<file path="config.mk">
export PLATFORM = sky130hd
export DESIGN_NAME = utf16_to_lcd_char_code_unit
export DESIGN_NICKNAME = d
export VERILOG_FILES = /design/src/rtl/u2lcd_pkg.sv /design/src/rtl/utf16_to_lcd_char_code_unit.sv
export SDC_FILE = /design/constraint.sdc
export NUM_CORES = 1
export LEC_CHECK = 0
export BUFFER_PORTS_ARGS = -buffer_cell sky130_fd_sc_hd__buf_2
export CAP_MARGIN = 10
export CORE_UTILIZATION = 40
export DETAILED_ROUTE_END_ITERATION = 10
export GPL_TIMING_DRIVEN = 0
export PLACE_DENSITY = 0.68
export SLEW_MARGIN = 40
export SYNTH_ARGS = -nofsm -noshare
export SYNTH_HDL_FRONTEND = slang
export SYNTH_SLANG_ARGS = --single-unit
export TNS_END_PERCENT = 1
</file>
<file path="constraint.sdc">
create_clock -name clk -period 7.71 [get_ports clk]
set_input_delay 0.3855 -clock clk [delete_from_list [all_inputs] [get_ports clk]]
set_output_delay 0.3855 -clock clk [all_outputs]
set_load 0.005 [all_outputs]
</file>
<file path="src/rtl/u2lcd_pkg.sv">
// shared types and lookup functions for the utf-16 to lcd glyph code translator
package u2lcd_pkg;

  localparam int CodeWidth  = 16;
  localparam int GlyphWidth = 8;

  localparam logic [GlyphWidth-1:0] NoGlyph  = 8'hFF;
  localparam logic [7:0]            KanaPage = 8'h30;

  // one lookup outcome: hit flag and glyph
  typedef struct packed {
    logic                  hit;
    logic [GlyphWidth-1:0] glyph;
  } lookup_t;

  // printable ascii 0x20 to 0x7D, with the descender glyphs for g, j, p and q
  function automatic lookup_t ascii_map(input logic [CodeWidth-1:0] c);
    lookup_t r;
    r.hit   = (c >= 16'h0020) && (c <= 16'h007D);
    r.glyph = c[7:0];
    case (c)
      16'h0067: r.glyph = 8'hE7;
      16'h006A: r.glyph = 8'hEA;
      16'h0070: r.glyph = 8'hF0;
      16'h0071: r.glyph = 8'hF1;
      default:  r.glyph = c[7:0];
    endcase
    return r;
  endfunction

  // katakana rows by offset from the row start; b is the low byte in the kana page
  function automatic lookup_t kana_map(input logic [7:0] b);
    lookup_t    r;
    logic [7:0] d;
    r.hit   = 1'b0;
    r.glyph = NoGlyph;
    d       = 8'h00;
    if (b >= 8'hA2 && b <= 8'hAA && !b[0]) begin
      d = b - 8'hA2;
      r = '{1'b1, 8'hB1 + {1'b0, d[7:1]}};
    end else if (b >= 8'hAB && b <= 8'hC1 && b[0]) begin
      d = b - 8'hAB;
      r = '{1'b1, 8'hB6 + {1'b0, d[7:1]}};
    end else if (b >= 8'hC4 && b <= 8'hC8 && !b[0]) begin
      d = b - 8'hC4;
      r = '{1'b1, 8'hC2 + {1'b0, d[7:1]}};
    end else if (b >= 8'hCA && b <= 8'hCE) begin
      r = '{1'b1, 8'hC5 + (b - 8'hCA)};
    end else if (b >= 8'hDE && b <= 8'hE2) begin
      r = '{1'b1, 8'hCF + (b - 8'hDE)};
    end else if (b >= 8'hE4 && b <= 8'hE8 && !b[0]) begin
      d = b - 8'hE4;
      r = '{1'b1, 8'hD4 + {1'b0, d[7:1]}};
    end else if (b >= 8'hE9 && b <= 8'hED) begin
      r = '{1'b1, 8'hD7 + (b - 8'hE9)};
    end else begin
      // row ha: every third code unit is the plain form
      case (b)
        8'hCF:   r = '{1'b1, 8'hCA};
        8'hD2:   r = '{1'b1, 8'hCB};
        8'hD5:   r = '{1'b1, 8'hCC};
        8'hD8:   r = '{1'b1, 8'hCD};
        8'hDB:   r = '{1'b1, 8'hCE};
        default: r = '{1'b0, NoGlyph};
      endcase
    end
    return r;
  endfunction

  // fixed symbol list: punctuation, small kana, greek, accented latin, kanji
  function automatic lookup_t sym_map(input logic [CodeWidth-1:0] c);
    lookup_t r;
    r.hit = 1'b1;
    case (c)
      16'h2192: r.glyph = 8'h7E;
      16'h2190: r.glyph = 8'h7F;
      16'h3000: r.glyph = 8'hA0;
      16'h3002: r.glyph = 8'hA1;
      16'h300C: r.glyph = 8'hA2;
      16'h300D: r.glyph = 8'hA3;
      16'h3001: r.glyph = 8'hA4;
      16'h30FB: r.glyph = 8'hA5;
      16'h2219: r.glyph = 8'hA5;
      16'h22C5: r.glyph = 8'hA5;
      16'h30F2: r.glyph = 8'hA6;
      16'h30A1: r.glyph = 8'hA7;
      16'h30A3: r.glyph = 8'hA8;
      16'h30A5: r.glyph = 8'hA9;
      16'h30A7: r.glyph = 8'hAA;
      16'h30A9: r.glyph = 8'hAB;
      16'h30E3: r.glyph = 8'hAC;
      16'h30E5: r.glyph = 8'hAD;
      16'h30E7: r.glyph = 8'hAE;
      16'h30C3: r.glyph = 8'hAF;
      16'h30FC: r.glyph = 8'hB0;
      16'h30EF: r.glyph = 8'hDC;
      16'h30F3: r.glyph = 8'hDD;
      16'h309B: r.glyph = 8'hDE;
      16'h309C: r.glyph = 8'hDF;
      16'h00B0: r.glyph = 8'hDF;
      16'h03B1: r.glyph = 8'hE0;
      16'h00C4: r.glyph = 8'hE1;
      16'h00E4: r.glyph = 8'hE1;
      16'h03B2: r.glyph = 8'hE2;
      16'h00DF: r.glyph = 8'hE2;
      16'h03B5: r.glyph = 8'hE3;
      16'h03BC: r.glyph = 8'hE4;
      16'h03C3: r.glyph = 8'hE5;
      16'h03C1: r.glyph = 8'hE6;
      16'h221A: r.glyph = 8'hE8;
      16'h207B: r.glyph = 8'hE9;
      16'h02E3: r.glyph = 8'hEB;
      16'h00A2: r.glyph = 8'hEC;
      16'h20B5: r.glyph = 8'hEC;
      16'h00A3: r.glyph = 8'hED;
      16'h00D1: r.glyph = 8'hEE;
      16'h00F1: r.glyph = 8'hEE;
      16'h00D6: r.glyph = 8'hEF;
      16'h00F6: r.glyph = 8'hEF;
      16'h03B8: r.glyph = 8'hF2;
      16'h221E: r.glyph = 8'hF3;
      16'h03A9: r.glyph = 8'hF4;
      16'h00DC: r.glyph = 8'hF5;
      16'h00FC: r.glyph = 8'hF5;
      16'h03A3: r.glyph = 8'hF6;
      16'h03C0: r.glyph = 8'hF7;
      16'h5343: r.glyph = 8'hFA;
      16'h4E07: r.glyph = 8'hFB;
      16'h5186: r.glyph = 8'hFC;
      16'h00F7: r.glyph = 8'hFD;
      16'h220E: r.glyph = 8'hFF;
      default: begin
        r.hit   = 1'b0;
        r.glyph = NoGlyph;
      end
    endcase
    return r;
  endfunction

endpackage

</file>
<file path="src/rtl/utf16_to_lcd_char_code_unit.sv">
// utf-16 code unit to a00 character lcd glyph code translator
//
// One utf-16 code unit comes in on the slave stream (s_tdata) and one
// 8-bit glyph code of the a00 character rom leaves on the master stream
// (m_tdata). Unmapped code units give 0xFF.
//
// Throughput: one transaction per cycle while m_tready is not held low;
// the three register stages (capture with ascii decode, kana and symbol
// lookup, final select) each carry a valid bit and advance on their own.
//
// A stall on m_tready holds the output register; earlier stages keep
// filling until every stage holds an item, and only then does s_tready
// drop. Nothing is lost or repeated.
//
// Reset (rst, synchronous) empties all stages; the block holds no other
// state, so the first transaction after reset is translated normally.
module utf16_to_lcd_char_code_unit
  import u2lcd_pkg::*;
(
  input  logic                  clk,
  input  logic                  rst,
  input  logic                  s_tvalid,
  output logic                  s_tready,
  input  logic [CodeWidth-1:0]  s_tdata,   // [15:0] code_unit
  output logic                  m_tvalid,
  input  logic                  m_tready,
  output logic [GlyphWidth-1:0] m_tdata    // [7:0] glyph_code
);

  // stage valid bits and per-stage ready
  logic va, vb, vc;
  logic rdy_a, rdy_b, rdy_c;

  // stage a: captured code and ascii decode
  logic [CodeWidth-1:0] code_a;
  lookup_t              asc_a;

  // stage b: the three lookup results
  lookup_t asc_b, kana_b, sym_b;

  // stage c: selected glyph
  logic [GlyphWidth-1:0] glyph_c;

  // a stage may load when it is empty or its content moves on
  assign rdy_c    = !vc || m_tready;
  assign rdy_b    = !vb || rdy_c;
  assign rdy_a    = !va || rdy_b;
  assign s_tready = rdy_a;

  // stage a: capture and ascii decode
  always_ff @(posedge clk) begin
    if (rst) begin
      va <= 1'b0;
    end else if (rdy_a) begin
      va <= s_tvalid;
    end
    if (rdy_a && s_tvalid) begin
      code_a <= s_tdata;
      asc_a  <= ascii_map(s_tdata);
    end
  end

  // stage b: kana offsets and symbol list in parallel
  always_ff @(posedge clk) begin
    if (rst) begin
      vb <= 1'b0;
    end else if (rdy_b) begin
      vb <= va;
    end
    if (rdy_b && va) begin
      asc_b <= asc_a;
      sym_b <= sym_map(code_a);
      if (code_a[15:8] == KanaPage) begin
        kana_b <= kana_map(code_a[7:0]);
      end else begin
        kana_b <= '{1'b0, NoGlyph};
      end
    end
  end

  // stage c: priority select ascii, kana, symbol, then no glyph
  always_ff @(posedge clk) begin
    if (rst) begin
      vc <= 1'b0;
    end else if (rdy_c) begin
      vc <= vb;
    end
    if (rdy_c && vb) begin
      if (asc_b.hit) begin
        glyph_c <= asc_b.glyph;
      end else if (kana_b.hit) begin
        glyph_c <= kana_b.glyph;
      end else if (sym_b.hit) begin
        glyph_c <= sym_b.glyph;
      end else begin
        glyph_c <= NoGlyph;
      end
    end
  end

  assign m_tvalid = vc;
  assign m_tdata  = glyph_c;

  // input side never blocks while the output register is empty
  a_ready_when_out_empty: assert property (@(posedge clk) disable iff (rst)
    !m_tvalid |-> s_tready)
    else $error("s_tready low with empty output stage");

  // an ascii hit in stage b always wins the final select
  a_ascii_priority: assert property (@(posedge clk) disable iff (rst)
    (vb && rdy_c && asc_b.hit) |=> (vc && glyph_c == $past(asc_b.glyph)))
    else $error("ascii glyph lost in final select");

  // pipeline is empty right after reset
  a_empty_after_reset: assert property (@(posedge clk)
    $past(rst) |-> (!va && !vb && !vc))
    else $error("stage valid set after reset");

endmodule

</file>
Word-level counts from Yosys, hierarchy flattened
Cells that the tools add are included.

Register bits after elaboration: 63. Input port bits: 20. Output and inout port bits: 10. Logic and storage cells: 155.

Add/subtract/negate cells: 14. $lt $le $gt $ge: 16. Equal/unequal tests: 67. Multiplexer cells: 14. Reductions and logical operators: 31.

Operators by type and width (number): $eq 16x14->1 const B (30); $pmux 8 s47 (1); $eq 16x8->1 const B (13); $eq 16x10->1 const B (11); $eq 16x7->1 const B (4); $mux 9 (7); $reduce_or 57->1 (1); $ge 8x8->1 const B (7); $le 8x8->1 const B (7); $sub 8x8->8 const B (7); $eq 16x15->1 const B (3); $pmux 9 s5 (1); $eq 8x8->1 const B (5); $add 8x7->8 const A (4); $pmux 8 s4 (1); $add 8x8->8 const A (3); $mux 8 (3); $ge 16x6->1 const B (1); $le 16x7->1 const B (1); $logic_and 1x1->1 (15); $reduce_or 2->1 (7); $eq 8x6->1 const B (1); $logic_not 1->1 (4); $logic_or 1x1->1 (3); 2 further kinds (2).

Logic depth before layout (Yosys ltp)
Gate-level depths: netlist (run 1).

Depth after elaboration: 9. Gate-level depth with buffers: 12. Mapped depth without buffers: 10.

Worst setup path before layout (run 1)
No wires, ideal clock.

Path kind: register -> register. From: register vc (netlist: m_tvalid). To: register asc_b[0] in the netlist's numbering (enable). Library setup time: 0.453 ns. Data arrival time: 2.506 ns. Data required time: 7.257 ns. Slack: 4.752 ns. Stages on the path, launching flop included: 3. Path buffers: 0. Clock period less this slack: 2.958 ns. Path through: dfxtp_1 -> nor2b_1 -> a21boi_0.

Word-level cells in the longest chain between the ends: 4.

Ends and longest elaborated chain: from (decl) (RTL line utf16_to_lcd_char_code_unit.sv:31) `logic va, vb, vc;`; from (signal assigned) (RTL line utf16_to_lcd_char_code_unit.sv:86) `vc <= vb;`; $logic_not 1->1 (RTL line utf16_to_lcd_char_code_unit.sv:45) `assign rdy_c = !vc || m_tready;`; $logic_or 1x1->1 (RTL line utf16_to_lcd_char_code_unit.sv:45); $logic_or 1x1->1 (RTL line utf16_to_lcd_char_code_unit.sv:46) `assign rdy_b = !vb || rdy_c;`; $logic_and 1x1->1 (RTL line utf16_to_lcd_char_code_unit.sv:70) `if (rdy_b && va) begin`; to (signal assigned) (RTL line utf16_to_lcd_char_code_unit.sv:71) `asc_b <= asc_a;`; to (decl) (RTL line utf16_to_lcd_char_code_unit.sv:39) `lookup_t asc_b, kana_b, sym_b;`.

No other way between the ends. A chain may end at the register's enable or synchronous reset.

Worst setup path in the final report (run 1)
From: register code_a[2]. To: register sym_b[1] in the netlist's numbering (data pin).

Word-level cells in the longest chain between the ends: 3. Elaborated cells between the ends (all ways): 65. Those cells by class: eq/ne (56); mux (1); reduce/logical (8).

Ends and longest elaborated chain: from (decl) (RTL line utf16_to_lcd_char_code_unit.sv:35) `logic [CodeWidth-1:0] code_a;`; from (signal assigned) (RTL line utf16_to_lcd_char_code_unit.sv:58) `code_a <= s_tdata;`; $eq 16x14->1, or another cell as far along (RTL line u2lcd_pkg.sv:74) `case (c)`; $reduce_or 3->1 (no source line) or $reduce_or 2->1 (tied branches); $pmux 8 s47 (*) (RTL line u2lcd_pkg.sv:74); to (signal assigned) (RTL line utf16_to_lcd_char_code_unit.sv:72) `sym_b <= sym_map(code_a);`; to (decl) (RTL line utf16_to_lcd_char_code_unit.sv:39).

Every way passes the cells marked *; elsewhere a longest branch is shown, timed or not.

==> results.cfg, run 1 <==
[synthesis]
syn_inst = 570
ys_ff_latch = 63
yosys_warnings = 0
yosysTopAreaCell = edfxtp_1
async_flop_share_pct = 0
synth_area_leaders = edfxtp_1 34%, nand2_1 4.4%, ha_1 4.0%
synth_top_area_share_pct = 34.12
synth_cell_types = 101
synth_edf_count = 60
syn_area_sq_um = 5280
ys_seq_area_share_pct = 35.26
synth.most_common_cell = nand2_1
syn_nets = 607
syn_avg_cell_area_sq_um = 9.263
synth_common_cells = 62 x nand2_1, 60 x edfxtp_1, 42 x o21ai_0
ys.flop_type = edfxtp_1

[floorplan]
start_util_pct = 41.50
chipWidth_microns = 116.9
dieHeight_microns = 116.9
pin_count = 30
dieArea_sq_um = 13660
coreArea_sq_um = 12720
row_count = 41

[timing]
layout_setup_ws_ps = 3790
max_freq_ghz = 0.2551
period_minus_slack_ps = 3920
timing.hold.ws_ps = 246.3
rsz0062_at_grt = false
hold_viol = 0
setup_violations = 0
tns_ps = 0
drv_slew = 0
final.setup_skew_ps = 4.926
fin_crit_sh_pct = 50.84
slew_headroom_pct = 44.30
tightest_slew_ps = 827.9

[cts]
clock_latency_ps = 320
hold_buffers = 0
cts_tree = done
postCtsSetupBuffers = 0
cts_made_buffers = 9
root_buffer = clkbuf_16
htreeDepth = 3
clock_sinks = 63
cts_buffer_depth = 2
cts.clk_slew.worst_paths_ps = 50
post_cts_resized = 0

[finish]
syn2layout_area_growth_pct = 13.44
n_antenna_cell = 0
instances_no_fill = 790
stdcell_area_sq_um = 5989
fin_util_pct = 47.08
drive_gt1_share_pct = 18.12
design.final.nets = 650

[global_route]
antenna_found_initial = 0
grt_overflow = 0
grt_pass1_wl_mm = 27.61
grt_pass1_vias = 4743
track_usage_pct = 27.82
grt_max_degree = 19

[placement]
postPlaceCellArea_sq_um = 5704
hpwl_mm = 14.00
dp.cells = 773
place_congestion = 0.9806
io_buffers = 29
pre_cts_ws_ps = 3769

[worst_setup_path]
reg2reg_depth = 11
crit_start = code_a[2]
rr_startpoint = code_a[2]
timing.rr.end = sym_b[1]
endpoint_kind = flop
start_kind = flop
cp-endpoint = sym_b[1]
r2r_setup_slack_ps = 3790
crit_arrival_ps = 4090
path_class = flop to flop
critPathMaxFanout = 10
worstPathRequired_ps = 7880

[drt]
detail_route.vias_per_cell = 6.433
drt-pass1-iter-count = 5
drt.antenna.violating_nets = 0
drcViolationCount = 0
num_vias = 5082
routed_wl_mm = 18.50
wl_per_cell_microns = 23.41
drt_iter0_drc = 698

[power]
p_per_area_nw_per_um2 = 164.4
total_power_mw = 0.9847
p_leak_nw = 2.025
irDropWorstVdd_v = 0.0001666

[run]
cap_violations = 0

[min_path]
holdCritPathClass = input port to flop

[run_status]
status = complete, no violations
-- worst max-delay path, cell delays in order (launching register included) --
cell and delay [ps]:
edfxtp_1 560, buf_1 480, inv_1 290, ha_1 280, clkbuf_8 170, clkbuf_1 300
o21ai_0 230, a21oi_1 110, o31a_1 250, a2111oi_1 660, nand4b_1 230, nand4_1 200
-- power by group --
part | internal (mW) | total [mW] | switching (mW)
Sequential | 0.393 | 0.410 | 0.0172
Clock | 0.217 | 0.354 | 0.137
Combinational | 0.0798 | 0.221 | 0.141
Total | 0.690 | 0.985 | 0.295
-- how the worst min path moves through the flow --
| stage | to | from | depth (start not counted) |
|---|---|---|---|
| floorplan | asc_b[0] | asc_a[0] | 0 |
| global placement | asc_b[1] | asc_a[1] | 0 |
| detailed placement | asc_b[4] | asc_a[4] | 0 |
| CTS | vb | rst | 2 |
| global route | code_a[10] | s_tdata[10] | 1 |
| finish | vb | rst | 2 |
-- area by class of cell --
type / count / area, sq um
clock buffer: 11 / 232.7
sequential: 63 / 1862
multi-input combinational: 447 / 3097
tap: 172 / 215.2
buffer: 44 / 307.8
fill: 1290 / 6733
timing repair buffer: 32 / 180.2
inverter: 16 / 60.06
clock inverter: 5 / 35.03
-- per-layer routing --
| layer | track usage [%] | vias to the layer above | wire [microns] |
|---|---|---|---|
| met3 | 4.840 | 80 | 1391 |
| met5 | 0 | - | 0 |
| met2 | 42.49 | 298 | 8163 |
| met1 | 36.36 | 2412 | 7711 |
| met4 | 17.97 | 0 | 1229 |
| li1 | - | 2292 | - |
-- logic make-up (layout without fill, tap and decap cells) --
group	Yosys count	after routing	share of synthesized area (%)
and+or+nand+nor	221	221	24.72
AOI/OAI and AO/OA	179	179	23.82
DFF	63	63	35.26
buffers and inverters	60	108	6.966
xor gates and xnor gates	27	27	4.621
adders and majority gates	17	17	4.028
muxes	3	3	0.5924
-- placed cells by master, fill, tap and decap left out, drive strengths merged, types with 5 or more instances in the layout --
master   netlist  final
a211oi         5      5
a21oi         27     27
a31oi          9      9
buf           20     52
clkbuf        24     35
clkinv         1      5
edfxtp        60     60
ha            17     17
inv           15     15
nand2         64     64
nand2b         7      7
nand3         17     17
nand4         15     15
nand4b         8      8
nor2          43     43
nor2b          7      7
nor3           9      9
nor4          12     12
o2111ai        5      5
o21ai         47     47
o221ai         6      6
o22ai         20     20
o32ai          5      5
xnor2         18     18
xor2           9      9
-- registers in the layout, summed over array words and instances, names as in the netlist --
signal / cells
vb: 1
code_a: 16
sym_b: 9
kana_b: 9
m_tdata: 8
m_tvalid: 1
asc_a: 9
asc_b: 9
va: 1
No activity file was read; power rests on OpenSTA's default activity.
==> inputs of run 2 (changes only) <==
--- a/config.mk
+++ b/config.mk
@@ -5,6 +5,7 @@
 export SDC_FILE = /design/constraint.sdc
 export NUM_CORES = 1
 export LEC_CHECK = 0
+export ABC_AREA = 1
 export BUFFER_PORTS_ARGS = -buffer_cell sky130_fd_sc_hd__buf_2
 export CAP_MARGIN = 10
 export CORE_UTILIZATION = 40
==> constraint.sdc (replaced) <==
create_clock -name clk -period 4.1 [get_ports clk]
set_input_delay 0.205 -clock clk [delete_from_list [all_inputs] [get_ports clk]]
set_output_delay 0.205 -clock clk [all_outputs]
set_load 0.005 [all_outputs]
==> results.cfg, run 2 <==
[timing]
final.setup_skew_ps = 6.446
setup_violations = 0
tightest_slew_ps = 782.6
hold_viol = 0
layout_setup_ws_ps = 730.1
fin_crit_sh_pct = 82.19
max_freq_ghz = 0.2967
rsz0062_at_grt = false
tns_ps = 0
slew_headroom_pct = 47.83
period_minus_slack_ps = 3370
drv_slew = 0

[synthesis]
ys.flop_type = edfxtp_1
synth_cell_types = 42
syn_nets = 802
syn_area_sq_um = 5250
synth_area_leaders = edfxtp_1 34%, nand2_1 15%, nand3_1 6.2%
yosys_warnings = 0
ys_seq_area_share_pct = 35.46
yosysTopAreaCell = edfxtp_1
synth.most_common_cell = nand2_1
syn_inst = 765
synth_common_cells = 212 x nand2_1, 82 x nor2_1, 78 x inv_1
synth_top_area_share_pct = 34.32
async_flop_share_pct = 0
ys_ff_latch = 63
syn_avg_cell_area_sq_um = 6.863
synth_edf_count = 60

[worst_setup_path]
worst_path_max_delay_cell = o211ai_1
reg2reg_depth = 10
path_common_cell = inv_2
r2r_setup_slack_ps = 730
crit_start = code_a[2]
slowest_delay_ps = 500
crit_buf_inv = 4
cp_top_family = buffers and inverters
start_kind = flop
timing.rr.end = sym_b[2]
critPathMaxFanout = 11
cp_cell_sequence = buf_2, inv_2, ha_1, nand2_1, clkinv_1, o211ai_1, inv_2, nor4_1, nand3_1, nand3b_1
endpoint_kind = flop
path_class = flop to flop
crit_arrival_ps = 3420
worstPathRequired_ps = 4150
rr_startpoint = code_a[2]

[finish]
largest_reg_flops = 16
mostFrequentLayoutCells = 212 x nand2_1, 82 x nor2_1, 76 x inv_1
regMostFlops = code_a
design.final.nets = 842
final_common_cell = nand2_1
n_antenna_cell = 0
syn2layout_area_growth_pct = 12.96
drive_gt1_share_pct = 12.22

[global_route]
track_usage_pct = 25.50
grt_pass1_vias = 4928
grt_pass1_wl_mm = 25.83
grt_max_degree = 28
antenna_found_initial = 0
grt_overflow = 0

[min_path]
holdCritPathClass = input port to flop
min_from = rst
min_to = va
min_path_cells = 2

[placement]
pre_cts_ws_ps = 822.3
hpwl_mm = 12.92
io_buffers = 29
place_congestion = 1.003

[cts]
post_cts_resized = 0
cts_made_buffers = 9
root_buffer = clkbuf_16
hold_buffers = 0
clock_sinks = 63
postCtsSetupBuffers = 0
clock_latency_ps = 330
cts_tree = done
cts_buffer_depth = 2
htreeDepth = 3
cts.clk_slew.worst_paths_ps = 60

[power]
intPower_mw = 1.345
p_per_area_nw_per_um2 = 306.8
p_switching_mw = 0.4751
switching_share_pct = 26.11
irDropWorstVdd_v = 0.0003415
pwr-share-seq_pct = 41.0
p_leak_nw = 2.596
p_clk_share_pct = 43.9
power_frac_comb_pct = 15.1

[run_status]
status = complete, no violations

[drt]
routed_wl_mm = 16.51
num_vias = 5434
detail_route.vias_per_cell = 5.534
drcViolationCount = 0
drt_iter0_drc = 623
wl_per_cell_microns = 16.81
drt.antenna.violating_nets = 0
drt-pass1-iter-count = 5

[floorplan]
coreArea_sq_um = 12720
start_util_pct = 41.27
dieArea_sq_um = 13590
dieHeight_microns = 116.6
chipWidth_microns = 116.6
pin_count = 30
row_count = 41

[run]
cap_violations = 0
## run 2: metal layers
| metal | part of all wire, % | global-route usage [%] |
|---|---|---|
| met1 | 44 | 34.89 |
| met4 | 4.9 | 12.91 |
| met2 | 43 | 38.50 |
| met3 | 8.3 | 4.670 |
| met5 | 0 | 0 |
## run 2: worst max path at each step
stage | end | cells after the start | slack [ps]
floorplan | kana_b[6] | 20 | 1720
global placement | sym_b[2] | 10 | 740
detailed placement | sym_b[2] | 10 | 820
CTS | sym_b[2] | 10 | 810
global route | sym_b[2] | 10 | 570
finish | sym_b[2] | 10 | 730
## run 2: layout make-up
cell class              instances  area (sq um)
fillers                      1330          6792
multi-input cells             581          2915
flip-flops and latches         63          1862
inverters                     104         390.4
clock buffers                   9         225.2
well taps                     172         215.2
repair buffers                 29         145.1
clock inverters                 7         95.09
plain buffers                  17         82.58
## run 2: logic make-up (layout without fill, tap and decap cells)
group                    after synthesis  count (layout)  synth area share [%]
AO/OA/AOI/OAI                        109             109                 11.89
XOR/XNOR                              18              18                 3.003
buffers and inverters                121             166                 9.009
flip-flops                            63              63                 35.46
AND/OR/NAND/NOR                      437             437                 36.58
adder cells (fa/ha/maj)               17              17                 4.051
## run 2: through the flow
| stage | instances | utilization [%] | cell area (sq um) | total power [mW] | hold slack, ps |
|---|---|---|---|---|---|
| after detailed placement | 966 | 44.10 | 5610 | 1.027 | 398.5 |
| final | 982 | 46.62 | 5931 | 1.820 | 67.99 |
| after floorplan | 765 | - | 5250 | 0.9441 | 274.1 |
| after CTS | 982 | 46.62 | 5931 | 1.821 | 56.61 |
| after global routing | 982 | 46.62 | 5931 | 1.891 | 56.95 |
| after global placement | 966 | 44.10 | 5610 | 1.027 | 397.1 |
## run 2: power by group through the flow
| stage | combinational, mW | clock, mW | sequential [mW] |
|---|---|---|---|
| CTS | 0.270 | 0.805 | 0.746 |
| finish | 0.275 | 0.799 | 0.746 |
| detailed placement | 0.269 | 0 | 0.758 |
| global route | 0.308 | 0.835 | 0.748 |
| global placement | 0.269 | 0 | 0.758 |
| floorplan | 0.191 | 0 | 0.753 |
==> inputs of run 3 (changes only) <==
--- a/config.mk
+++ b/config.mk
@@ -5,7 +5,7 @@
 export SDC_FILE = /design/constraint.sdc
 export NUM_CORES = 1
 export LEC_CHECK = 0
-export ABC_AREA = 1
+export ABC_AREA = 0
 export BUFFER_PORTS_ARGS = -buffer_cell sky130_fd_sc_hd__buf_2
 export CAP_MARGIN = 10
 export CORE_UTILIZATION = 40
==> constraint.sdc (replaced) <==
create_clock -name clk -period 3.5 [get_ports clk]
set_input_delay 0.175 -clock clk [delete_from_list [all_inputs] [get_ports clk]]
set_output_delay 0.175 -clock clk [all_outputs]
set_load 0.005 [all_outputs]
==> results.cfg, run 3 (synthesis results as in run 1) <==
[floorplan]
chipWidth_microns = 116.9
row_count = 41
dieArea_sq_um = 13660
pin_count = 30
coreArea_sq_um = 12720
start_util_pct = 41.50
dieHeight_microns = 116.9

[finish]
regMostFlops = code_a
n_antenna_cell = 0
mostFrequentLayoutCells = 61 x nand2_1, 60 x edfxtp_1, 42 x o21ai_0
final_common_cell = nand2_1
syn2layout_area_growth_pct = 14.38
drive_gt1_share_pct = 19.84
largest_reg_flops = 16
design.final.nets = 652
instances_no_fill = 792

[cts]
hold_buffers = 0
clock_sinks = 63
cts.clk_slew.worst_paths_ps = 50
cts_tree = done
root_buffer = clkbuf_16
clock_latency_ps = 320
cts_buffer_depth = 2
cts_made_buffers = 9
htreeDepth = 3

[drt]
routed_wl_mm = 18.49
num_vias = 5111
drt.antenna.violating_nets = 0
detail_route.vias_per_cell = 6.453
drt-pass1-iter-count = 6
wl_per_cell_microns = 23.35
drt_iter0_drc = 654
drcViolationCount = 0

[run_status]
status = complete, no violations

[worst_setup_path]
slowest_delay_ps = 540
critPathMaxFanout = 10
r2r_setup_slack_ps = 120
crit_arrival_ps = 3380
worst_path_max_delay_cell = edfxtp_1
reg2reg_depth = 11
start_kind = flop
cp_cell_sequence = buf_4, inv_1, ha_1, buf_2, and2b_1, a32o_1, a32oi_2, buf_4, o221ai_1, a31oi_1, o221ai_1
worstPathRequired_ps = 3510
crit_cells = 11
cp_top_family = compound AO/OA/AOI/OAI gates
path_class = flop to flop
crit_buf_inv = 4
endpoint_kind = flop

[timing]
final.setup_skew_ps = 4.806
hold_viol = 0
period_minus_slack_ps = 3378
fin_crit_sh_pct = 96.52
drv_slew = 0
setup_violations = 0
slew_headroom_pct = 48.84
tightest_slew_ps = 760.4
max_freq_ghz = 0.2960

[min_path]
holdCritPathClass = input port to flop
min_path_cells = 2

[power]
p_leak_nw = 2.054
p_per_area_nw_per_um2 = 360.7
total_power_mw = 2.179
irDropWorstVdd_v = 0.0003676

[placement]
place_congestion = 0.9806
hpwl_mm = 14.00
dp.cells = 773
io_buffers = 29

[global_route]
grt_max_degree = 19
grt_pass1_wl_mm = 27.66
grt_overflow = 0
track_usage_pct = 27.86
grt_pass1_vias = 4749
antenna_found_initial = 0

[run]
cap_violations = 0
run 3: cell types whose count changed in the layout (fill, tap and decap cells not counted), moves of 11 or more:
cell,delta
nand2_1,-151
inv_1,-61
nand3_1,-48
nor2_1,-41
inv_2,-23
nor3_1,-16
o21ai_1,-13
o22ai_1,+12
o21ai_0,+11
xnor2_1,+11
run 3: repair_timing:
| item | 4_1_cts | 5_1_grt |
|---|---|---|
| resized for setup | 5 | 10 |
| endpoints found under the setup margin | 16 | 15 |
| pin swaps | 0 | 0 |
| gates cloned | 0 | 0 |
| buffers inserted | 0 | 3 |
run 3: routing by layer:
| metal | wire length (microns) | GRT usage, % |
|---|---|---|
| met1 | 7721 | 36.33 |
| met2 | 8206 | 42.64 |
| met3 | 1354 | 4.840 |
| met4 | 1206 | 18.06 |
| met5 | 0 | 0 |
run 3: worst paths after layout:
check                 start         to
hold / removal          rst         vb
setup reg to reg  code_a[2]  kana_b[4]
setup / recovery  code_a[2]  kana_b[4]
hold reg to reg    asc_a[4]   asc_b[4]
run 3: final cells by class:
type | instances | area (sq um)
clock buffers | 11 | 232.7
plain buffers | 43 | 311.5
flip-flops and latches | 63 | 1862
inverters | 16 | 63.81
fillers | 1287 | 6683
well taps | 172 | 215.2
repair buffers | 35 | 202.7
multi-input cells | 447 | 3117
clock inverters | 5 | 35.03
run 3: worst reg2reg max path: stages (launching register included):
cell      delay, ps
edfxtp_1        540
buf_4           270
inv_1           170
ha_1            230
buf_2           180
and2b_1         280
a32o_1          290
a32oi_2         330
buf_4           250
o221ai_1        140
a31oi_1         190
o221ai_1        220
run 3: metrics by stage:
| step | area (sq um) | utilization, % | setup TNS [ps] | worst slack (ps) | hold slack [ps] |
|---|---|---|---|---|---|
| 4_1_cts | 5995 | 47.12 | 0 | 40.49 | 23.82 |
| 2_1_floorplan | 5280 | - | 0 | 541.5 | 244.1 |
| 6_report | 6040 | 47.47 | 0 | 121.9 | 35.99 |
| 3_3_place_gp | 5640 | 44.34 | -7810 | -607.5 | 362.0 |
| 3_5_place_dp | 5704 | 44.84 | -2944 | -441.0 | 368.6 |
| 5_1_grt | 6040 | 47.47 | -4.012 | -4.012 | 31.97 |
run 3: report_power, final:
| group | switching, mW | leakage, nW | internal [mW] |
|---|---|---|---|
| clock | 0.302 | 0.129 | 0.478 |
| combinational | 0.314 | 1.38 | 0.181 |
| sequential | 0.0384 | 0.541 | 0.866 |
